[config.mk]
export PLATFORM = sky130hd
export DESIGN_NAME = sha256_hash
export DESIGN_NICKNAME = d
export VERILOG_FILES = /design/src/hw/rtl/sha256_pkg.sv /design/src/hw/rtl/sha256_ctrl.sv /design/src/hw/rtl/sha256_dp.sv /design/src/hw/rtl/sha256_hash.sv
export SDC_FILE = /design/constraint.sdc
export NUM_CORES = 2
export LEC_CHECK = 0
export ABC_CLOCK_PERIOD_IN_PS = 9700
export BUFFER_PORTS_ARGS = -buffer_cell sky130_fd_sc_hd__buf_4
export CORE_AREA = 2 2 395 397
export CTS_BUF_LIST = sky130_fd_sc_hd__clkbuf_8
export CTS_CLUSTER_DIAMETER = 100
export CTS_CLUSTER_SIZE = 10
export DETAILED_ROUTE_END_ITERATION = 8
export DIE_AREA = 0 0 397 399
export HOLD_SLACK_MARGIN = 0.1
export PLACE_DENSITY = 0.72
export SLEW_MARGIN = 20
export SYNTH_ARGS = -nofsm -noshare
export SYNTH_HDL_FRONTEND = slang
export SYNTH_HIERARCHICAL = 1
export SYNTH_SLANG_ARGS = --single-unit
[constraint.sdc]
create_clock -name clk_i -period 9.7 [get_ports clk_i]
set_input_delay 1.455 -clock clk_i [delete_from_list [all_inputs] [get_ports clk_i]]
set_output_delay 1.455 -clock clk_i [all_outputs]
set_load 0.01 [all_outputs]
[src/hw/rtl/sha256_pkg.sv]
// Shared types, round constants and hash functions for the SHA-256 block.
// No dependencies; imported by sha256_ctrl, sha256_dp, sha256_hash and the testbench.
`default_nettype none

package sha256_pkg;

  // Source of the byte shifted into the message window
  typedef enum logic [1:0] {
    SRC_DATA  = 2'd0,
    SRC_PAD80 = 2'd1,
    SRC_ZERO  = 2'd2,
    SRC_LEN   = 2'd3
  } byte_src_e;

  // Commands from the controller to the datapath
  typedef struct packed {
    logic       byte_shift;   // shift one byte into the window
    byte_src_e  byte_src;
    logic [2:0] len_idx;      // byte of the bit length, 0 = most significant
    logic       count_inc;    // count one message byte
    logic       count_clr;
    logic       vars_load;    // working variables take the chaining value
    logic       round_en;     // run one compression round
    logic [5:0] round_idx;
    logic       chain_add;    // fold working variables into the chain
    logic       chain_init;   // back to the initial hash values
    logic [2:0] word_idx;     // digest word on the result port
  } sha256_cmd_t;

  localparam logic [7:0] PadByte = 8'h80;

  function automatic logic [31:0] sha256_iv(input logic [2:0] idx);
    logic [31:0] v;
    case (idx)
      3'd0:    v = 32'h6a09e667;
      3'd1:    v = 32'hbb67ae85;
      3'd2:    v = 32'h3c6ef372;
      3'd3:    v = 32'ha54ff53a;
      3'd4:    v = 32'h510e527f;
      3'd5:    v = 32'h9b05688c;
      3'd6:    v = 32'h1f83d9ab;
      default: v = 32'h5be0cd19;
    endcase
    return v;
  endfunction

  function automatic logic [31:0] sha256_k(input logic [5:0] idx);
    logic [31:0] v;
    case (idx)
      6'd0:  v = 32'h428a2f98;  6'd1:  v = 32'h71374491;
      6'd2:  v = 32'hb5c0fbcf;  6'd3:  v = 32'he9b5dba5;
      6'd4:  v = 32'h3956c25b;  6'd5:  v = 32'h59f111f1;
      6'd6:  v = 32'h923f82a4;  6'd7:  v = 32'hab1c5ed5;
      6'd8:  v = 32'hd807aa98;  6'd9:  v = 32'h12835b01;
      6'd10: v = 32'h243185be;  6'd11: v = 32'h550c7dc3;
      6'd12: v = 32'h72be5d74;  6'd13: v = 32'h80deb1fe;
      6'd14: v = 32'h9bdc06a7;  6'd15: v = 32'hc19bf174;
      6'd16: v = 32'he49b69c1;  6'd17: v = 32'hefbe4786;
      6'd18: v = 32'h0fc19dc6;  6'd19: v = 32'h240ca1cc;
      6'd20: v = 32'h2de92c6f;  6'd21: v = 32'h4a7484aa;
      6'd22: v = 32'h5cb0a9dc;  6'd23: v = 32'h76f988da;
      6'd24: v = 32'h983e5152;  6'd25: v = 32'ha831c66d;
      6'd26: v = 32'hb00327c8;  6'd27: v = 32'hbf597fc7;
      6'd28: v = 32'hc6e00bf3;  6'd29: v = 32'hd5a79147;
      6'd30: v = 32'h06ca6351;  6'd31: v = 32'h14292967;
      6'd32: v = 32'h27b70a85;  6'd33: v = 32'h2e1b2138;
      6'd34: v = 32'h4d2c6dfc;  6'd35: v = 32'h53380d13;
      6'd36: v = 32'h650a7354;  6'd37: v = 32'h766a0abb;
      6'd38: v = 32'h81c2c92e;  6'd39: v = 32'h92722c85;
      6'd40: v = 32'ha2bfe8a1;  6'd41: v = 32'ha81a664b;
      6'd42: v = 32'hc24b8b70;  6'd43: v = 32'hc76c51a3;
      6'd44: v = 32'hd192e819;  6'd45: v = 32'hd6990624;
      6'd46: v = 32'hf40e3585;  6'd47: v = 32'h106aa070;
      6'd48: v = 32'h19a4c116;  6'd49: v = 32'h1e376c08;
      6'd50: v = 32'h2748774c;  6'd51: v = 32'h34b0bcb5;
      6'd52: v = 32'h391c0cb3;  6'd53: v = 32'h4ed8aa4a;
      6'd54: v = 32'h5b9cca4f;  6'd55: v = 32'h682e6ff3;
      6'd56: v = 32'h748f82ee;  6'd57: v = 32'h78a5636f;
      6'd58: v = 32'h84c87814;  6'd59: v = 32'h8cc70208;
      6'd60: v = 32'h90befffa;  6'd61: v = 32'ha4506ceb;
      6'd62: v = 32'hbef9a3f7;  default: v = 32'hc67178f2;
    endcase
    return v;
  endfunction

  function automatic logic [31:0] rotr(input logic [31:0] v, input int unsigned s);
    return (v >> s) | (v << (32 - s));
  endfunction

  function automatic logic [31:0] big_sigma0(input logic [31:0] v);
    return rotr(v, 2) ^ rotr(v, 13) ^ rotr(v, 22);
  endfunction

  function automatic logic [31:0] big_sigma1(input logic [31:0] v);
    return rotr(v, 6) ^ rotr(v, 11) ^ rotr(v, 25);
  endfunction

  function automatic logic [31:0] small_sigma0(input logic [31:0] v);
    return rotr(v, 7) ^ rotr(v, 18) ^ (v >> 3);
  endfunction

  function automatic logic [31:0] small_sigma1(input logic [31:0] v);
    return rotr(v, 17) ^ rotr(v, 19) ^ (v >> 10);
  endfunction

endpackage

`default_nettype wire

[src/hw/rtl/sha256_ctrl.sv]
// Controller FSM: byte intake, padding sequence, round count, digest output.
// Depends on sha256_pkg; drives sha256_dp through sha256_cmd_t.
`default_nettype none

module sha256_ctrl
  import sha256_pkg::*;
(
  input  wire logic  clk_i,
  input  wire logic  rst_ni,
  input  wire logic  start_i,
  input  wire logic  has_byte_i,
  input  wire logic  last_i,
  output logic       busy_o,
  output logic       strobe_o,
  output logic       last_word_o,
  output sha256_cmd_t cmd_o
);

  localparam logic [2:0] StIdle  = 3'd0;
  localparam logic [2:0] StPad80 = 3'd1;
  localparam logic [2:0] StPadZ  = 3'd2;
  localparam logic [2:0] StLen   = 3'd3;
  localparam logic [2:0] StComp  = 3'd4;
  localparam logic [2:0] StUpd   = 3'd5;
  localparam logic [2:0] StOut   = 3'd6;

  localparam logic [5:0] FillFull = 6'd63;
  localparam logic [5:0] FillLen  = 6'd56;

  logic [2:0] state_q, state_d;
  logic [2:0] ret_q, ret_d;    // state to resume after a compression
  logic [5:0] fill_q, fill_d;  // bytes held in the window
  logic [5:0] cnt_q, cnt_d;    // round or digest word counter

  // Next state and datapath commands
  always_comb begin
    state_d = state_q;
    ret_d   = ret_q;
    fill_d  = fill_q;
    cnt_d   = cnt_q;
    cmd_o   = '0;
    cmd_o.byte_src  = SRC_DATA;
    cmd_o.len_idx   = fill_q[2:0];
    cmd_o.round_idx = cnt_q;
    cmd_o.word_idx  = cnt_q[2:0];
    strobe_o    = 1'b0;
    last_word_o = 1'b0;

    unique case (state_q)
      StIdle: begin
        if (start_i) begin
          if (has_byte_i) begin
            cmd_o.byte_shift = 1'b1;
            cmd_o.count_inc  = 1'b1;
            fill_d = fill_q + 6'd1;
            if (fill_q == FillFull) begin
              cmd_o.vars_load = 1'b1;
              state_d = StComp;
              ret_d   = last_i ? StPad80 : StIdle;
            end else if (last_i) begin
              state_d = StPad80;
            end
          end else if (last_i) begin
            state_d = StPad80;
          end
        end
      end
      StPad80: begin
        cmd_o.byte_shift = 1'b1;
        cmd_o.byte_src   = SRC_PAD80;
        fill_d = fill_q + 6'd1;
        state_d = StPadZ;
        if (fill_q == FillFull) begin
          cmd_o.vars_load = 1'b1;
          state_d = StComp;
          ret_d   = StPadZ;
        end
      end
      StPadZ: begin
        if (fill_q == FillLen) begin
          state_d = StLen;
        end else begin
          cmd_o.byte_shift = 1'b1;
          cmd_o.byte_src   = SRC_ZERO;
          fill_d = fill_q + 6'd1;
          if (fill_q == FillFull) begin
            cmd_o.vars_load = 1'b1;
            state_d = StComp;
            ret_d   = StPadZ;
          end
        end
      end
      StLen: begin
        cmd_o.byte_shift = 1'b1;
        cmd_o.byte_src   = SRC_LEN;
        fill_d = fill_q + 6'd1;
        if (fill_q == FillFull) begin
          cmd_o.vars_load = 1'b1;
          state_d = StComp;
          ret_d   = StOut;
        end
      end
      StComp: begin
        cmd_o.round_en = 1'b1;
        cnt_d = cnt_q + 6'd1;
        if (cnt_q == 6'd63) begin
          state_d = StUpd;
        end
      end
      StUpd: begin
        cmd_o.chain_add = 1'b1;
        cnt_d   = '0;
        state_d = ret_q;
      end
      StOut: begin
        strobe_o = 1'b1;
        cnt_d = cnt_q + 6'd1;
        if (cnt_q[2:0] == 3'd7) begin
          last_word_o      = 1'b1;
          cmd_o.chain_init = 1'b1;
          cmd_o.count_clr  = 1'b1;
          cnt_d   = '0;
          state_d = StIdle;
        end
      end
      default: begin
        state_d = StIdle;
      end
    endcase
  end

  assign busy_o = (state_q != StIdle);

  // Control registers
  always_ff @(posedge clk_i or negedge rst_ni) begin
    if (!rst_ni) begin
      state_q <= StIdle;
      ret_q   <= StIdle;
      fill_q  <= '0;
      cnt_q   <= '0;
    end else begin
      state_q <= state_d;
      ret_q   <= ret_d;
      fill_q  <= fill_d;
      cnt_q   <= cnt_d;
    end
  end

endmodule

`default_nettype wire

[src/hw/rtl/sha256_dp.sv]
// Datapath: message window / schedule shift line, round unit, chaining value,
// byte counter. Depends on sha256_pkg; commanded by sha256_ctrl.
`default_nettype none

module sha256_dp
  import sha256_pkg::*;
(
  input  wire logic        clk_i,
  input  wire logic        rst_ni,
  input  wire sha256_cmd_t cmd_i,
  input  wire logic [7:0]  data_byte_i,
  output logic      [31:0] digest_word_o
);

  logic [511:0] win_q, win_d;     // 16 words, word 0 in the top bits
  logic [31:0]  vars_q [8];       // a..h
  logic [31:0]  vars_d [8];
  logic [31:0]  chain_q [8];
  logic [60:0]  count_q;
  logic [63:0]  bit_len;
  logic [7:0]   byte_in;
  logic [31:0]  w0, w1, w9, w14, w_next;
  logic [31:0]  t1, t2;

  assign bit_len = {count_q, 3'b000};

  // Byte entering the window
  always_comb begin
    case (cmd_i.byte_src)
      SRC_DATA:  byte_in = data_byte_i;
      SRC_PAD80: byte_in = PadByte;
      SRC_ZERO:  byte_in = 8'h00;
      default:   byte_in = bit_len[63 - 8 * cmd_i.len_idx -: 8];
    endcase
  end

  // Schedule taps at fixed window positions
  assign w0  = win_q[511:480];
  assign w1  = win_q[479:448];
  assign w9  = win_q[223:192];
  assign w14 = win_q[63:32];
  assign w_next = small_sigma1(w14) + w9 + small_sigma0(w1) + w0;

  always_comb begin
    win_d = win_q;
    if (cmd_i.byte_shift) begin
      win_d = {win_q[503:0], byte_in};
    end else if (cmd_i.round_en) begin
      win_d = {win_q[479:0], w_next};
    end
  end

  // One compression round
  assign t1 = vars_q[7] + big_sigma1(vars_q[4])
            + ((vars_q[4] & vars_q[5]) ^ (~vars_q[4] & vars_q[6]))
            + sha256_k(cmd_i.round_idx) + w0;
  assign t2 = big_sigma0(vars_q[0])
            + ((vars_q[0] & vars_q[1]) ^ (vars_q[0] & vars_q[2]) ^ (vars_q[1] & vars_q[2]));

  always_comb begin
    vars_d = vars_q;
    if (cmd_i.vars_load) begin
      vars_d = chain_q;
    end else if (cmd_i.round_en) begin
      vars_d[7] = vars_q[6];
      vars_d[6] = vars_q[5];
      vars_d[5] = vars_q[4];
      vars_d[4] = vars_q[3] + t1;
      vars_d[3] = vars_q[2];
      vars_d[2] = vars_q[1];
      vars_d[1] = vars_q[0];
      vars_d[0] = t1 + t2;
    end
  end

  // Window and working variables carry no reset
  always_ff @(posedge clk_i) begin
    win_q  <= win_d;
    vars_q <= vars_d;
  end

  // Chaining value
  always_ff @(posedge clk_i or negedge rst_ni) begin
    if (!rst_ni) begin
      for (int i = 0; i < 8; i++) begin
        chain_q[i] <= sha256_iv(3'(i));
      end
    end else if (cmd_i.chain_init) begin
      for (int i = 0; i < 8; i++) begin
        chain_q[i] <= sha256_iv(3'(i));
      end
    end else if (cmd_i.chain_add) begin
      for (int i = 0; i < 8; i++) begin
        chain_q[i] <= chain_q[i] + vars_q[i];
      end
    end
  end

  // Message byte counter, wraps modulo 2^61
  always_ff @(posedge clk_i or negedge rst_ni) begin
    if (!rst_ni) begin
      count_q <= '0;
    end else if (cmd_i.count_clr) begin
      count_q <= '0;
    end else if (cmd_i.count_inc) begin
      count_q <= count_q + 61'd1;
    end
  end

  assign digest_word_o = chain_q[cmd_i.word_idx];

endmodule

`default_nettype wire

[src/hw/rtl/sha256_hash.sv]
// SHA-256 over a byte stream. Bytes are taken while idle; the byte that
// fills a 64-byte block holds busy for 64 rounds, one per cycle in the round
// unit, plus the chain update. On last: padding one byte a cycle to the block
// end, paused by each of one or two compressions, then eight digest words on
// consecutive cycles; the receiver cannot stall. Reset loads the initial hash
// values and clears counts.
`default_nettype none

module sha256_hash
  import sha256_pkg::*;
(
  input  wire logic        clk_i,
  input  wire logic        rst_ni,
  input  wire logic        start,
  output logic             busy,
  input  wire logic [7:0]  data_byte_i,
  input  wire logic        has_byte_i,
  input  wire logic        last_i,
  output logic             strobe_o,
  output logic      [31:0] digest_word_o,
  output logic      [2:0]  word_index_o,
  output logic             last_word_o
);

  sha256_cmd_t cmd;

  sha256_ctrl u_ctrl (
    .clk_i       (clk_i),
    .rst_ni      (rst_ni),
    .start_i     (start),
    .has_byte_i  (has_byte_i),
    .last_i      (last_i),
    .busy_o      (busy),
    .strobe_o    (strobe_o),
    .last_word_o (last_word_o),
    .cmd_o       (cmd)
  );

  sha256_dp u_dp (
    .clk_i         (clk_i),
    .rst_ni        (rst_ni),
    .cmd_i         (cmd),
    .data_byte_i   (data_byte_i),
    .digest_word_o (digest_word_o)
  );

  assign word_index_o = cmd.word_idx;

  // A digest word only appears while the block is busy
  a_strobe_busy: assert property (@(posedge clk_i) disable iff (!rst_ni)
    strobe_o |-> busy) else $error("digest transfer while idle");

  // Last word marker only on word seven of a transfer
  a_last_word: assert property (@(posedge clk_i) disable iff (!rst_ni)
    last_word_o |-> (strobe_o && word_index_o == 3'd7))
    else $error("last_word outside word seven");

  // Digest words come back to back in index order
  a_word_seq: assert property (@(posedge clk_i) disable iff (!rst_ni)
    (strobe_o && !last_word_o) |=>
      (strobe_o && word_index_o == ($past(word_index_o) + 3'd1)))
    else $error("digest word sequence broken");

  // Closing a message always starts finalization
  a_last_busy: assert property (@(posedge clk_i) disable iff (!rst_ni)
    (start && !busy && last_i) |=> busy)
    else $error("last accepted without finalization");

endmodule

`default_nettype wire

# Yosys cells after proc, flatten, opt, wreduce, memory -nomap -nowiden
# Memory sizes are Yosys's and may differ from the RTL's.
# Cells that the tools add are included.
word_totals:
  elab_cells: 160
  out_inout_bits: 38
  in_bits: 13
  romBits: 2048
  ff_bits: 1103
  n_memories: 1
mem_list:
  columns: ["name", "depth", "word_bits", "rd", "rd_ports_with_merged_regs", "wr", "line_no", "source"]
  rows:
  - ["(no name shown)", 64, 32, 1, 0, 0, "sha256_pkg.sv:49", "case (idx)"]
classes:
  bitwise_logic: 28
  n_eq_ne: 19
  shifts: 1
  n_reduce_logical: 14
  addsub: 22
  order_cmp: 1
  mux: 52
op_table:
  columns: ["operator", "count"]
  rows:
  - ["two-way mux 256 bit", 4]
  - ["two-way mux 512 bit", 2]
  - ["adder 32 bit", 18]
  - ["XOR 32 bit", 9]
  - ["bitwise AND 32 bit", 5]
  - ["two-way mux 61 bit", 2]
  - ["binary-select mux 32 bit (select 3 bit)", 1]
  - ["variable part select 71 x 33 -> 8 bit", 1]
  - ["two-way mux 32 bit", 2]
  - ["adder 61 x 1 -> 61 bit (second input constant)", 1]
  - ["two-way mux 3 bit", 16]
  - ["case mux 6 bit (3 select lines)", 2]
  - ["NOT 32 bit", 1]
  - ["bitwise OR 10 x 32 -> 32 bit", 1]
  - ["bitwise OR 13 x 32 -> 32 bit", 1]
  - ["bitwise OR 14 x 32 -> 32 bit", 1]
  - ["bitwise OR 15 x 32 -> 32 bit", 1]
  - ["bitwise OR 19 x 32 -> 32 bit", 1]
  - ["bitwise OR 21 x 32 -> 32 bit", 1]
  - ["bitwise OR 25 x 32 -> 32 bit", 1]
  - ["bitwise OR 26 x 32 -> 32 bit", 1]
  - ["bitwise OR 30 x 32 -> 32 bit", 1]
  - ["bitwise OR 7 x 32 -> 32 bit", 1]
  - ["XOR 32 x 22 -> 32 bit", 1]
  - ["29 further kinds", 62]

# Depth between registers and ports, before layout
depth:
  ltp_word: 10
  depth_mapped: 38
  ltp_nobuf: 35

# By module
# Netlist, hierarchy kept.
modules_own_cells:
  columns: ["module", "instances", "area_each_um2", "cells_per_inst", "seq_area_each_um2"]
  rows:
  - ["sha256_dp", 1, 75428.6, 6983, 31164.9]
  - ["sha256_ctrl", 1, 1118.6, 118, 450.4]

# Worst setup path before layout
# Ideal clock, no wire load.
synth_path:
  path_kind: "input-to-reg"
  startpoint: "in start"
  endpoint: "reg u_dp.win_q[0] (enable)"
  cell_stages: 6
  n_path_buf: 3
  path_slack_ns: -0.043
  setup_ns: 0.667
  t_arrival_ns: 9.076
  t_required_ns: 9.033
  cell_sequence: "a211oi_1 a311oi_4 clkbuf_1 clkbuf_1 clkbuf_1 or2_2"
synth_lines:
  columns: ["element", "line_no", "source"]
  rows:
  - ["from (decl)", "sha256_hash.sv:14", "input wire logic start,"]
  - ["to (signal assigned)", "sha256_dp.sv:78", "win_q <= win_d;"]
  - ["to (decl)", "sha256_dp.sv:15", "logic [511:0] win_q, win_d;"]

==> run metrics <==
arrival time at the worst endpoint 9.20 ns; syn_nets 7704; RSZ-0062 raised after global routing no; initial DRC count 6398; Starting Density 49.8%; WP data required 10.33 ns; gr usage total 28.3%; Fin Clk Skew 0.0922 ns; clock root buffer clkbuf_8; clk sinks 1103; Tcrit/Tclk final 88.3%; Die Y 399 um; maximum clock insertion buffer count 3; predominant post-synthesis flop cell edfxtp_1; HP Class reg2reg; total gr overflow 0; Die Width 397 um; routed length per placed instance 24.8 um; number of post-CTS setup repair buffers 0; largest net degree at the start of global routing 212; first-pass GRT wire length 342 mm; DP Wirelength 167 mm; antenna violations before repair 5; sequential element share of the synthesized area 41.3%; number of buffers added on ports 50; post-route ant nets 0; Worst Setup Start Kind flip-flop; die area 0.158 mm^2; status completed; CP Max Fanout 11; layout cells sized above 1 17.5%; CTS Hold Buffers Added 0; CTS tree built; Synth Register Bits 1103; Slew @ Worst Pin 1.30 ns; vias post-DR 56164; first drt pass iteration count 8; r2r setup slk 1.14 ns; Hold Violations, Final 0; Worst-path clk slew 0.09 ns; Post-Syn Instances 7101; Avg Cell Area, Syn 10.8 um^2; # setup viols final 0; H-tree depth 3; Fin Setup TNS 0 ns; NumNets Final 7639; drt total wl 227 mm; Clock Latency Late Sink 0.91 ns; CP endpoint kind flip-flop; Rel. slew slack 12.3%; Max Cap Viol 0; Synth cell types 94; DRC Markers 0; minimum clock period 8.56 ns; final slew viol count 0; post-CTS sizing 0; crit path max-delay cell type fa_1; Final GP Congestion 0.992; Core Area 0.154 mm^2; vias in the first global route 53863; Post-synth EDFFs 768; yosys warns 6; peak per-stage delay on the critical path 0.59 ns; CTS buffer count 120; vias per cell 6.14; Area growth, synth to finish 5.96%; async set-reset flop share out of synthesis 30.4%; IO Pins 51; fmax 117 MHz; mapped cell area 0.0765 mm^2; CP Class reg2reg; Rows 144
-- state kept, by name, summed over array words and instances (netlist names) --
register / cells
u_dp/win_q: 512
u_dp/chain_q: 256
u_dp/vars_q: 256
u_dp/count_q: 61
u_ctrl/cnt_q: 6
u_ctrl/fill_q: 6
u_ctrl/ret_q: 3
u_ctrl/state_q: 3
-- path summary, 6_finish.rpt --
kind / start / to / cells after the start
max in group asynchronous: rst_ni / u_dp/count_q[43] / 3
min in group asynchronous: rst_ni / u_dp/chain_q[196] / 1
hold reg to reg: u_ctrl/fill_q[5] / u_ctrl/fill_q[5] / 1
setup reg to reg: u_ctrl/cnt_q[1] / u_dp/vars_q[254] / 31
setup / recovery: u_ctrl/cnt_q[1] / u_dp/vars_q[254] / 31
hold / removal: u_ctrl/fill_q[5] / u_ctrl/fill_q[5] / 1
-- per-layer routing --
metal / vias up / track usage, % / part of all wire (%)
met5: - / 0 / 0.095
met4: 6 / 9.07 / 3.4
met3: 386 / 5.00 / 8.4
met2: 2272 / 42.2 / 43
met1: 28084 / 41.7 / 45
li1: 25416 / - / -
-- synth_stat cells (all sizes together), types with 45 or more instances --
| library cell | instances | area, um^2 |
|---|---|---|
| a211oi | 64 | 480 |
| a21o | 183 | 1370 |
| a21oi | 464 | 2320 |
| a31oi | 46 | 288 |
| and3 | 45 | 282 |
| buf | 55 | 258 |
| clkbuf | 276 | 1040 |
| dfrtp | 199 | 4980 |
| dfstp | 136 | 3570 |
| edfxtp | 768 | 23100 |
| fa | 195 | 3900 |
| ha | 395 | 4940 |
| inv | 503 | 1890 |
| mux2 | 705 | 7940 |
| mux2i | 108 | 1080 |
| mux4 | 81 | 1820 |
| nand2 | 464 | 1750 |
| nand2b | 67 | 419 |
| nand3 | 97 | 485 |
| nor2 | 447 | 1690 |
| nor2b | 58 | 363 |
| nor3 | 74 | 370 |
| o21a | 64 | 480 |
| o21ai | 500 | 2500 |
| o21bai | 51 | 383 |
| xnor2 | 337 | 2950 |
| xor2 | 263 | 2300 |
-- per-stage QoR --
step	setup WS, ns	cell area (um^2)	utilization (%)	hold slack, ns	std cells
floorplan	1.95	76500	-	0.438	7101
global placement	1.27	79100	51.5	0.455	8958
detailed placement	1.23	79100	51.5	0.479	8958
CTS	1.27	81100	52.8	0.487	9150
global route	0.643	81100	52.8	0.520	9151
finish	1.14	81100	52.8	0.493	9151
-- cell type report --
cell class,instances,area [um^2]
antenna,1,2.50
clock buffer,120,1650
clock inverter,72,354
fill,13403,72600
inverter,505,1900
multi-input combinational,5162,41800
sequential,1103,31600
tap,2044,2560
timing repair buffer,144,1240
-- worst max-delay path, delay by kind of cell (launching register included) --
family / cells / cell delay [ns]
AOI/OAI and AO/OA: 15 / 3.58
xor gates and xnor gates: 2 / 0.38
DFF: 1 / 0.51
adders and majority gates: 5 / 2.10
and+or+nand+nor: 5 / 1.30
buffers and inverters: 4 / 0.50
-- cell families (layout without fill, tap and decap cells) --
family | after synthesis | count (layout) | share of synthesized area, %
buf+inv | 836 | 841 | 4.17
flops | 1103 | 1103 | 41.3
fa+ha+maj | 592 | 592 | 11.6
simple gates | 1432 | 1432 | 8.63
mux | 894 | 894 | 14.2
other cells | 0 | 1 | 0
xor+xnor | 601 | 601 | 6.89
compound gates | 1643 | 1643 | 13.3
-- cell usage in the layout (no fill, tap or decap), types with 15 or more instances in the layout --
| master | n |
|---|---|
| nand2b_1 | 67 |
| a21oi_1 | 463 |
| or3_1 | 35 |
| o21bai_1 | 51 |
| fa_1 | 195 |
| inv_1 | 566 |
| xnor2_1 | 337 |
| mux2i_1 | 108 |
| clkbuf_8 | 120 |
| nor2b_1 | 58 |
| dfrtp_1 | 193 |
| nor3_1 | 74 |
| o21ai_0 | 495 |
| o311ai_0 | 16 |
| mux2_2 | 705 |
| nand4_1 | 43 |
| nand3_1 | 97 |
| o31ai_1 | 36 |
| o211ai_1 | 39 |
| xor2_1 | 263 |
| and2_1 | 24 |
| mux4_2 | 81 |
| edfxtp_1 | 768 |
| dfstp_2 | 136 |
| nor2_1 | 445 |
| ha_1 | 395 |
| a21o_1 | 183 |
| a221oi_1 | 15 |
| a211o_1 | 25 |
| and3_1 | 45 |
| a31oi_1 | 46 |
| o21a_1 | 64 |
| a211oi_1 | 64 |
| buf_4 | 131 |
| nand2_1 | 463 |
Power is not shown: default switching activity piles up to over one toggle a cycle in this logic, so the estimate is an artifact.
